--- config.mk ---
export PLATFORM = sky130hd
export DESIGN_NAME = fpcm_div5
export DESIGN_NICKNAME = d
export VERILOG_FILES = /design/src/design/fpcm_pkg.sv /design/src/design/fpcm_div5.sv
export SDC_FILE = /design/constraint.sdc
export NUM_CORES = 1
export LEC_CHECK = 0
export ABC_AREA = 0
export BUFFER_PORTS_ARGS = -buffer_cell sky130_fd_sc_hd__clkbuf_2
export CAP_MARGIN = 20
export CORE_ASPECT_RATIO = 1.75
export CORE_MARGIN = 2
export CORE_UTILIZATION = 55
export DETAILED_ROUTE_END_ITERATION = 8
export PLACE_DENSITY = 0.8
export SYNTH_ARGS = -nofsm -noshare
export SYNTH_HDL_FRONTEND = slang
export SYNTH_SLANG_ARGS = --single-unit
export TNS_END_PERCENT = 30
--- constraint.sdc ---
create_clock -name vclk -period 8.1
set_input_delay 1.215 -clock vclk [all_inputs]
set_output_delay 1.215 -clock vclk [all_outputs]
set_load 0.005 [all_outputs]
--- src/design/fpcm_pkg.sv ---
// Shared constants and types of the five-point cross mean filter.
`default_nettype none

package fpcm_pkg;

  localparam int MAX_ROW_LENGTH_DEF = 2048;
  localparam int SAMPLE_W           = 16;
  localparam int ROW_LENGTH_W       = 12;
  localparam int ROW_COUNT_W        = 16;
  localparam int CFG_IDX_W          = 1;
  localparam int CFG_DATA_W         = 16;
  localparam int MIN_DIM            = 3;

  localparam logic [CFG_IDX_W-1:0] REG_ROW_LENGTH = 1'b0;
  localparam logic [CFG_IDX_W-1:0] REG_ROW_COUNT  = 1'b1;

  localparam logic [ROW_LENGTH_W-1:0] ROW_LENGTH_RST = 12'd2048;
  localparam logic [ROW_COUNT_W-1:0]  ROW_COUNT_RST  = 16'd2048;

  // Five 16-bit terms need three guard bits; the magnitude one fewer.
  localparam int SUM_W        = SAMPLE_W + 3;
  localparam int MAG_W        = SAMPLE_W + 2;
  // ceil(2^20 / 5): exact floor division for magnitudes below 2^18
  localparam int DIV5_SHIFT   = 20;
  localparam int DIV5_MAGIC_W = 18;
  localparam logic [DIV5_MAGIC_W-1:0] DIV5_MAGIC = 18'd209716;
  localparam int PROD_W       = MAG_W + DIV5_MAGIC_W;

  typedef struct packed {
    logic signed [SAMPLE_W-1:0] height;
    logic                       last_of_run;
    logic                       end_of_frame;
  } result_t;

endpackage

`default_nettype wire

--- src/design/fpcm_div5.sv ---
// Divide a sign-magnitude sum by five, truncating toward zero.
`default_nettype none

module fpcm_div5 (
  input  wire logic                               neg,
  input  wire logic [fpcm_pkg::MAG_W-1:0]         mag,
  output logic signed [fpcm_pkg::SAMPLE_W-1:0]    quot
);

  logic [fpcm_pkg::PROD_W-1:0]   prod;
  logic [fpcm_pkg::SAMPLE_W-1:0] q_mag;

  always_comb begin
    prod  = fpcm_pkg::PROD_W'(mag) * fpcm_pkg::PROD_W'(fpcm_pkg::DIV5_MAGIC);
    q_mag = prod[fpcm_pkg::DIV5_SHIFT +: fpcm_pkg::SAMPLE_W];
    quot  = neg ? -q_mag : q_mag;
  end

endmodule

`default_nettype wire

# Yosys cells after proc, flatten, opt, wreduce, memory -nomap -nowiden
# Cells that the tools add are included.
[totals]
wordCells = 3
reg_bits = 0
out_inout_bits = 16
[op_classes]
add_sub_neg = 1
multipliers = 1
mux = 1
[op_table]
columns = ["op", "n"]
rows = [
  ["18-bit by 16-bit multiplier with 34-bit output (second input constant)", 1],
  ["16-bit two-way mux", 1],
  ["16-bit negation", 1],
]

# Depth between registers and ports, before layout
# Gate-level depths: netlist of the first run.
[logic_depth]
ltp_word = 3
ltp_mapped = 23
depth_no_buf = 22

# Least setup slack after synthesis of the first run
# No wires, ideal clock.
[synth_timing]
kind = "input port to output port"
start = "in mag[6] (netlist bit)"
end = "out quot[15] (netlist bit)"
path_stages = 21
n_path_buf = 1
path_slack_ps = -18
t_arrival_ps = 6903
required_time_ps = 6885
path_cell_list = "ha_1 -> fa_1 -> inv_1 -> fa_1 -> fa_1 -> inv_1 -> fa_1 -> inv_1 -> fa_1 -> inv_1 -> ha_1 -> clkbuf_1 -> a21oi_1 -> o21ai_0 -> or2_2 -> o311a_1 -> o311ai_4 -> nand4bb_1 -> or3_4 -> o41ai_2 -> xnor2_1"
[synth_via]
elab_chain_cells = 3
[synth_lines]
columns = ["element", "line", "text"]
rows = [
  ["start: declaration", "fpcm_div5.sv:6", "input wire logic [fpcm_pkg::MAG_W-1:0] mag,"],
  ["18-bit by 16-bit multiplier with 34-bit output (*)", "fpcm_div5.sv:14", "prod = fpcm_pkg::PROD_W'(mag) * fpcm_pkg::PROD_W'(fpcm_pkg::DIV5_MAGIC);"],
  ["16-bit negation", "fpcm_div5.sv:16", "quot = neg ? -q_mag : q_mag;"],
  ["16-bit two-way mux (*)", "fpcm_div5.sv:16", ""],
  ["end: declaration", "fpcm_div5.sv:7", "output logic signed [fpcm_pkg::SAMPLE_W-1:0] quot"],
]
# Mark *: on every way between the ends. The rest lies on a longest branch, timed or not.

# Worst setup path in the final report of the first run
[layout_timing]
start = "in mag[8] (netlist bit)"
end = "out quot[14] (netlist bit)"
# Same word-level chain as after synthesis.

==> flow_summary.ini, run 1 <==
[status]
status = complete, but fails checks
failed_checks = setup timing

[finish]
layout.cells.most_common_list = sky130_fd_sc_hd__inv_1, sky130_fd_sc_hd__buf_4, sky130_fd_sc_hd__ha_1
layout.cells.most_common = sky130_fd_sc_hd__inv_1
area_taken_by_flip_flops_and_latches_um2 = 0
multi_input_area_um2 = 5960
nClkBuffers = 0
fillCellCount = 709
final_cell_count_no_fill = 998
final_nets = 1122
finalCoreUtilization = 0.779
area_growth_syn_to_layout_pct = 38.2
ff_latch_count = 0
antenna_diode_count = 0
drive_gt1_frac = 0.354
finish.instance_area_um2 = 8340

[drt]
drt_iter0_drc = 301
routedWlPerCell_um = 19.6
drcViolationCount = 0
vias_post_dr = 5678
ant_nets = 0
firstDrtPassIters = 5
per_cell_via_count_in_the_routed_design = 5.69
totalWireLength_um = 19600

[timing]
post-route-min-period_ns = 8.14
finalWorstSetupSlack_ns = -0.0387
timing.final.setup_violations = 3
fmax_mhz = 123
max_slew.worst_pin.slew_ns = 0.431
timing_max_transition_violations_final = 0
totalNegativeSetupSlack_ns = -0.0733
finalCritPeriodShare = 1.00
slew_headroom = 0.712
hold_violations = 0
unrepaired_setup_endpoints_after_global_routing = true

[placed_design]
placed_cells = 981
buffer_ports.inserted = 35
half_perimeter_wire_length_after_placement_um = 16100
place_area_um2 = 7400
place.gp.congestion = 0.995

[yosys]
post_synth_num_cell_types = 60
synth_adder_area_share = 0.599
synth-xor-area-share = 0.0450
synth.avg_cell_area_um2 = 8.82
synth-compound-area-share = 0.132
synth_simple_gate_area_frac = 0.0927
yosys_warnings = 0
synth_area_um2 = 6030
synth.area.mux_share = 0.00871
dominant_combinational_cell_family_by_area_after_synthesis = adder cells
synth_nets = 936
ys_seq_area_frac = 0
postSynthCellCount = 684

[worst_setup_path]
path_max_fanout = 4
cp_data_arrival_time_ns = 6.92
critical_path_required_ns = 6.88
critPathLaunchType = primary input
cp-end-kind = primary output
critical_path_class = in2out

[global_routing]
number_of_global_route_vias_before_repair = 6475
grt_overall_usage = 0.338
grt_start_max_net_pins = 14
grt_pass1_wl_um = 31500
grt.overflow.total = 0
grt_antenna_before_repair = 0

[flow_run]
max_cap_violations = 0

[clock_network]
cts-hold-fix-buffers = 0

[floorplanning]
start_util = 0.564
dieWidth_um = 83.2
design.core.area_um2 = 10700
floorplan.die_area_um2 = 11900
rows = 50
dieHeight_um = 143
pin_count = 35

[hold_path]
worst_hold_check_path_type = in2out
[critical path: stages]
cell and delay [ns]:
sky130_fd_sc_hd__clkbuf_8 0.13, sky130_fd_sc_hd__ha_4 0.27, sky130_fd_sc_hd__inv_2 0.04, sky130_fd_sc_hd__fa_1 0.54
sky130_fd_sc_hd__inv_2 0.05, sky130_fd_sc_hd__fa_1 0.46, sky130_fd_sc_hd__fa_1 0.53, sky130_fd_sc_hd__inv_1 0.05
sky130_fd_sc_hd__fa_1 0.45, sky130_fd_sc_hd__fa_1 0.51, sky130_fd_sc_hd__inv_2 0.05, sky130_fd_sc_hd__ha_4 0.24
sky130_fd_sc_hd__buf_4 0.14, sky130_fd_sc_hd__a21o_1 0.16, sky130_fd_sc_hd__nand3_1 0.07, sky130_fd_sc_hd__o211ai_1 0.12
sky130_fd_sc_hd__buf_4 0.17, sky130_fd_sc_hd__a2111oi_4 0.17, sky130_fd_sc_hd__and4b_4 0.25, sky130_fd_sc_hd__nand4bb_1 0.21
sky130_fd_sc_hd__or3_4 0.37, sky130_fd_sc_hd__buf_4 0.16, sky130_fd_sc_hd__o31ai_2 0.25, sky130_fd_sc_hd__xnor2_1 0.15
sky130_fd_sc_hd__clkbuf_2 0.13
[worst paths after layout]
kind,start,cells after the start,endpoint
worst max-delay path,mag[8],25,quot[14]
worst min-delay path,neg,4,quot[1]
[final cells by class]
class              count  area share
multi-input cells    487       0.715
repair buffers       196       0.182
inverters            185      0.0833
well taps            130      0.0195
[cell families after synthesis]
group           Yosys count
xor+xnor                 31
buf+inv                 197
simple gates            102
compound gates          116
fa+ha+maj               233
mux                       5
[metrics by stage]
step	hold slack, ns	setup slack (ns)
3_3_place_gp	2.87	-0.580
3_5_place_dp	2.88	-0.595
5_1_grt	3.02	-0.252
6_report	2.96	-0.0387
4_1_cts	2.92	-0.143
2_1_floorplan	2.58	0.0162
[cells in the mapped netlist, types with 2 or more instances]
| master | n | share of area |
|---|---|---|
| sky130_fd_sc_hd__o21ai_0 | 23 | 0.019 |
| sky130_fd_sc_hd__o211ai_1 | 5 | 0.0062 |
| sky130_fd_sc_hd__a21o_1 | 8 | 0.010 |
| sky130_fd_sc_hd__xnor2_1 | 19 | 0.028 |
| sky130_fd_sc_hd__clkbuf_1 | 10 | 0.0062 |
| sky130_fd_sc_hd__fa_1 | 93 | 0.31 |
| sky130_fd_sc_hd__nand2b_1 | 3 | 0.0031 |
| sky130_fd_sc_hd__o211a_1 | 2 | 0.0033 |
| sky130_fd_sc_hd__a21oi_1 | 32 | 0.027 |
| sky130_fd_sc_hd__or3_4 | 2 | 0.0037 |
| sky130_fd_sc_hd__mux2i_1 | 3 | 0.0050 |
| sky130_fd_sc_hd__a211oi_1 | 2 | 0.0025 |
| sky130_fd_sc_hd__and3_1 | 5 | 0.0052 |
| sky130_fd_sc_hd__xor2_1 | 12 | 0.017 |
| sky130_fd_sc_hd__inv_1 | 185 | 0.12 |
| sky130_fd_sc_hd__nor3_1 | 3 | 0.0025 |
| sky130_fd_sc_hd__o31ai_1 | 5 | 0.0062 |
| sky130_fd_sc_hd__o21a_1 | 7 | 0.0087 |
| sky130_fd_sc_hd__ha_1 | 140 | 0.29 |
| sky130_fd_sc_hd__and4_1 | 8 | 0.012 |
| sky130_fd_sc_hd__nand3_1 | 7 | 0.0058 |
| sky130_fd_sc_hd__o21ai_1 | 2 | 0.0017 |
| sky130_fd_sc_hd__a311oi_1 | 2 | 0.0029 |
| sky130_fd_sc_hd__a22oi_1 | 2 | 0.0025 |
| sky130_fd_sc_hd__o21bai_1 | 2 | 0.0025 |
| sky130_fd_sc_hd__mux2_2 | 2 | 0.0037 |
| sky130_fd_sc_hd__or3_1 | 3 | 0.0031 |
| sky130_fd_sc_hd__nand4_1 | 8 | 0.0083 |
| sky130_fd_sc_hd__and2_1 | 4 | 0.0041 |
| sky130_fd_sc_hd__o311ai_0 | 3 | 0.0044 |
| sky130_fd_sc_hd__or2_2 | 4 | 0.0041 |
| sky130_fd_sc_hd__nor2_1 | 14 | 0.0087 |
| sky130_fd_sc_hd__a31o_2 | 2 | 0.0029 |
| sky130_fd_sc_hd__a31oi_1 | 3 | 0.0031 |
| sky130_fd_sc_hd__nor4_1 | 3 | 0.0031 |
| sky130_fd_sc_hd__nand2_1 | 32 | 0.020 |
[layer usage]
layer / up-vias / wire length (µm) / track usage
met5: - / 0 / 0
met4: 0 / 1960 / 0.231
met3: 105 / 580 / 0.0209
met2: 209 / 10800 / 0.677
met1: 2739 / 6260 / 0.320
li1: 2625 / - / -
[timing repair]
| action | 4_1_cts | 5_1_grt |
|---|---|---|
| endpoints found under the setup margin | 13 | 13 |
| gates resized for setup | 103 | 48 |
| pin swaps | 68 | 21 |
| buffers inserted | 14 | 3 |
Power of run 1 is not shown: default switching activity piles up to over one toggle a cycle in this logic, so the estimate is an artifact.
==> run 2, diff against run 1 <==
==> constraint.sdc (replaced) <==
create_clock -name vclk -period 8.1
set_input_delay 0.81 -clock vclk [all_inputs]
set_output_delay 0.81 -clock vclk [all_outputs]
set_load 0.005 [all_outputs]
==> run 2 against run 1 <==
Against the previous run: the run now ends clean; clock-buffer cell count unchanged; utilization decreased by 18 points; cell area down 23%; wire length decreased by 21%; critical endpoint is now quot[15].
==> flow_summary.ini, run 2 (same netlist as run 1, synthesis figures left out) <==
[finish]
area_growth_syn_to_layout_pct = 7.03
layout.cells.most_common_list = sky130_fd_sc_hd__inv_1, sky130_fd_sc_hd__ha_1, sky130_fd_sc_hd__fa_1
area_taken_by_flip_flops_and_latches_um2 = 0
final_nets = 973
nClkBuffers = 0
ff_latch_count = 0
finalCoreUtilization = 0.603
layout.cells.most_common = sky130_fd_sc_hd__inv_1
drive_gt1_frac = 0.100
antenna_diode_count = 0

[placed_design]
buffer_ports.inserted = 35
place.gp.congestion = 1.00
half_perimeter_wire_length_after_placement_um = 14000

[drt]
totalWireLength_um = 15400
per_cell_via_count_in_the_routed_design = 5.75
drcViolationCount = 0
firstDrtPassIters = 4
drt_iter0_drc = 247
routedWlPerCell_um = 18.2
ant_nets = 0
vias_post_dr = 4885

[timing]
slew_headroom = 0.620
finalCritPeriodShare = 0.962
post-route-min-period_ns = 7.79
timing.final.setup_violations = 0
hold_violations = 0
timing_max_transition_violations_final = 0
fmax_mhz = 128
max_slew.worst_pin.slew_ns = 0.563

[worst_setup_path]
cell_depth_of_the_worst_setup_path = 22
critical_path_class = in2out
path_max_fanout = 6
critical_path.startpoint = mag[10]
critPathLaunchType = primary input
cpLargestDelayFamily = adder cells
critical_path_required_ns = 7.29
cp_data_arrival_time_ns = 6.98
critical_path_cell_sequence = clkbuf_2 -> ha_1 -> fa_1 -> inv_1 -> fa_1 -> fa_1 -> inv_1 -> fa_1 -> inv_1 -> fa_1 -> inv_1 -> ha_1 -> buf_4 -> nand4_1 -> o211ai_1 -> a2111oi_2 -> and4b_4 -> nand4bb_1 -> or3_4 -> o41ai_4 -> xnor2_1 -> clkbuf_2
crit_path_top_delay_cell = sky130_fd_sc_hd__fa_1
critical-path-top-cell-by-count = sky130_fd_sc_hd__fa_1
maximum_single_stage_delay_on_the_critical_path_ns = 0.55
setup.worst_path.end = quot[15]
cp-end-kind = primary output
critPathBufInv = 7

[clock_network]
cts-hold-fix-buffers = 0

[global_routing]
grt_start_max_net_pins = 14
number_of_global_route_vias_before_repair = 5567
grt.overflow.total = 0
grt_overall_usage = 0.279
grt_pass1_wl_um = 26600
grt_antenna_before_repair = 0

[floorplanning]
pin_count = 35
dieWidth_um = 83.2
floorplan.die_area_um2 = 11900
dieHeight_um = 143
design.core.area_um2 = 10700
rows = 50
start_util = 0.564

[hold_path]
worst_hold_check_path_type = in2out

[flow_run]
max_cap_violations = 0

[status]
status = completed
-- run 2: cell types whose count changed in the layout (fill, tap and decap cells not counted), sizes merged --
cell	previous run	this run
buf	163	12
clkbuf	33	35
-- run 2: layout make-up --
type / count / area (µm²)
repair buffers: 47 / 265
inverters: 185 / 694
multi-input cells: 487 / 5330
well taps: 130 / 163
fillers: 966 / 4240
-- run 2: metal layers --
layer / up-vias / routed length [µm] / GRT usage
met5: - / 0 / 0
met4: 0 / 1010 / 0.140
met3: 54 / 301 / 0.0110
met2: 119 / 8680 / 0.561
met1: 2383 / 5420 / 0.287
li1: 2329 / - / -
-- run 2: worst min path at each step --
stage                     startpoint  slack, ns       end  cells after the start
final                            neg       2.10   quot[1]                      4
after global routing             neg       2.15   quot[4]                      4
after CTS                        neg       2.10   quot[1]                      4
after detailed placement         neg       2.09   quot[1]                      4
after global placement           neg       2.06   quot[1]                      4
after floorplan                  neg       1.77  quot[10]                      2
-- run 2: worst min-delay path, cell delays in order --
cell and delay (ns):
sky130_fd_sc_hd__clkbuf_2 0.20, sky130_fd_sc_hd__nand2_1 0.09, sky130_fd_sc_hd__o21ai_0 0.07, sky130_fd_sc_hd__clkbuf_2 0.11
-- run 2: what timing repair did --
item / in CTS / in global routing
gates resized for setup: 0 / 14
setup endpoints to repair: 0 / 9
setup buffers: 0 / 0
-- run 2: through the flow --
stage	cell area [µm²]	hold WS (ns)	setup slack [ns]	TNS, ns	std cells
2_1_floorplan	6030	1.77	0.792	0	684
6_report	6450	2.10	0.308	0	849
3_5_place_dp	6410	2.09	0.0946	0	849
3_3_place_gp	6410	2.06	0.135	0	849
4_1_cts	6410	2.10	0.0666	0	849
5_1_grt	6450	2.15	-0.00388	-0.00388	849
Power of run 2 is left out for the same reason.
==> run 3, diff against run 2 <==
Settings changed: BUFFER_PORTS_ARGS -buffer_cell sky130_fd_sc_hd__clkbuf_2 to default, DONT_BUFFER_PORTS from default to 1, MAX_ROUTING_LAYER from default to met4, PLACE_DENSITY 0.8 to 0.77.
==> run 3 against run 2 <==
Against the previous run: worst hold slack worse by 0.37 ns; critical path type unchanged; setup slack worse by 0.011 ns; critical path depth down 3.
==> flow_summary.ini, run 3 (same netlist as run 1, synthesis figures left out) <==
[status]
status = completed

[finish]
area_taken_by_flip_flops_and_latches_um2 = 0
layout.cells.most_common = sky130_fd_sc_hd__inv_1
nClkBuffers = 0
ff_latch_count = 0
antenna_diode_count = 0
final_cell_count_no_fill = 805
fillCellCount = 996
area_growth_syn_to_layout_pct = 2.63
drive_gt1_frac = 0.0326
final_nets = 929
multi_input_area_um2 = 5310
layout.cells.most_common_list = sky130_fd_sc_hd__inv_1, sky130_fd_sc_hd__ha_1, sky130_fd_sc_hd__fa_1
finish.instance_area_um2 = 6190

[drt]
firstDrtPassIters = 4
totalWireLength_um = 15600
routedWlPerCell_um = 19.3
drcViolationCount = 0
per_cell_via_count_in_the_routed_design = 5.91
drt_iter0_drc = 188
vias_post_dr = 4760
ant_nets = 0

[clock_network]
cts-hold-fix-buffers = 0
postCtsSetupRepairBufs = 0

[worst_setup_path]
critical_path_cell_sequence = ha_1 -> inv_1 -> fa_1 -> inv_1 -> fa_1 -> fa_1 -> inv_1 -> fa_1 -> fa_1 -> inv_1 -> ha_1 -> a21oi_1 -> o21ai_1 -> or3_4 -> o311ai_4 -> nand4bb_1 -> or3_4 -> o41ai_4 -> xnor2_1
path_max_fanout = 10
critical_path_class = in2out
critical-path-top-cell-by-count = sky130_fd_sc_hd__fa_1
crit_path_top_delay_cell = sky130_fd_sc_hd__fa_1
cp_data_arrival_time_ns = 6.99
critical_path_required_ns = 7.29
cp-end-kind = primary output
critPathLaunchType = primary input
maximum_single_stage_delay_on_the_critical_path_ns = 0.56

[placed_design]
placed_cells = 805
place.gp.congestion = 1.03
half_perimeter_wire_length_after_placement_um = 14400
buffer_ports.inserted = 0
place_area_um2 = 6170

[floorplanning]
floorplan.die_area_um2 = 11900
dieHeight_um = 143
dieWidth_um = 83.2
design.core.area_um2 = 10700
rows = 50
start_util = 0.564
pin_count = 35

[timing]
unrepaired_setup_endpoints_after_global_routing = false
post-route-min-period_ns = 7.80
timing.final.setup_violations = 0
timing_max_transition_violations_final = 0
hold_violations = 0
fmax_mhz = 128
totalNegativeSetupSlack_ns = 0
slew_headroom = 0.592
max_slew.worst_pin.slew_ns = 0.605
fin_hold_ws_ns = 1.72
finalCritPeriodShare = 0.963

[global_routing]
grt_overall_usage = 0.293
grt_start_max_net_pins = 14
number_of_global_route_vias_before_repair = 5345
grt_antenna_before_repair = 0
grt_pass1_wl_um = 26500
grt.overflow.total = 0

[hold_path]
hold-path-cell-count = 1
hold_path_end = quot[1]
min_from = neg
worst_hold_check_path_type = in2out

[flow_run]
max_cap_violations = 0
-- run 3: cell count changes in the layout (fill, tap and decap cells not counted), sizes merged --
cell	previous run	this run
clkbuf	35	0
buf	12	3
-- run 3: critical path: cells and delay by family --
kind,cells,cell delay (ns)
adders and majority gates,7,3.42
AOI/OAI and AO/OA,4,1.25
and+or+nand+nor,3,1.06
buffers and inverters,4,0.25
xor gates and xnor gates,1,0.19
-- run 3: layout make-up --
| cell class | count | area share |
|---|---|---|
| Tap cell | 130 | 0.0263 |
| Timing Repair Buffer | 3 | 0.00364 |
| Inverter | 185 | 0.112 |
| Multi-Input combinational cell | 487 | 0.858 |
-- run 3: routing by layer --
layer  part of all wire  track usage
met3              0.027       0.0186
met4              0.097        0.193
met5                  0            -
met2               0.54        0.544
met1               0.34        0.291
-- run 3: how the worst max path moves through the flow --
stage	start	end	depth (start not counted)
after floorplan	mag[6]	quot[15]	21
after global placement	mag[6]	quot[15]	20
after detailed placement	mag[6]	quot[15]	20
after CTS	mag[6]	quot[15]	20
after global routing	mag[4]	quot[15]	19
final	mag[4]	quot[15]	19
-- run 3: repair_timing --
action / in CTS / in global routing
setup endpoints to repair: 0 / 3
resized for setup: 0 / 4
hold endpoints to repair: 0 / 0
-- run 3: metrics by stage --
stage | utilization | worst slack, ns
2_1_floorplan | - | 0.792
3_3_place_gp | 0.577 | 0.236
3_5_place_dp | 0.577 | 0.206
4_1_cts | 0.577 | 0.178
5_1_grt | 0.579 | 0.0373
6_report | 0.579 | 0.298
Power of run 3 is left out for the same reason.
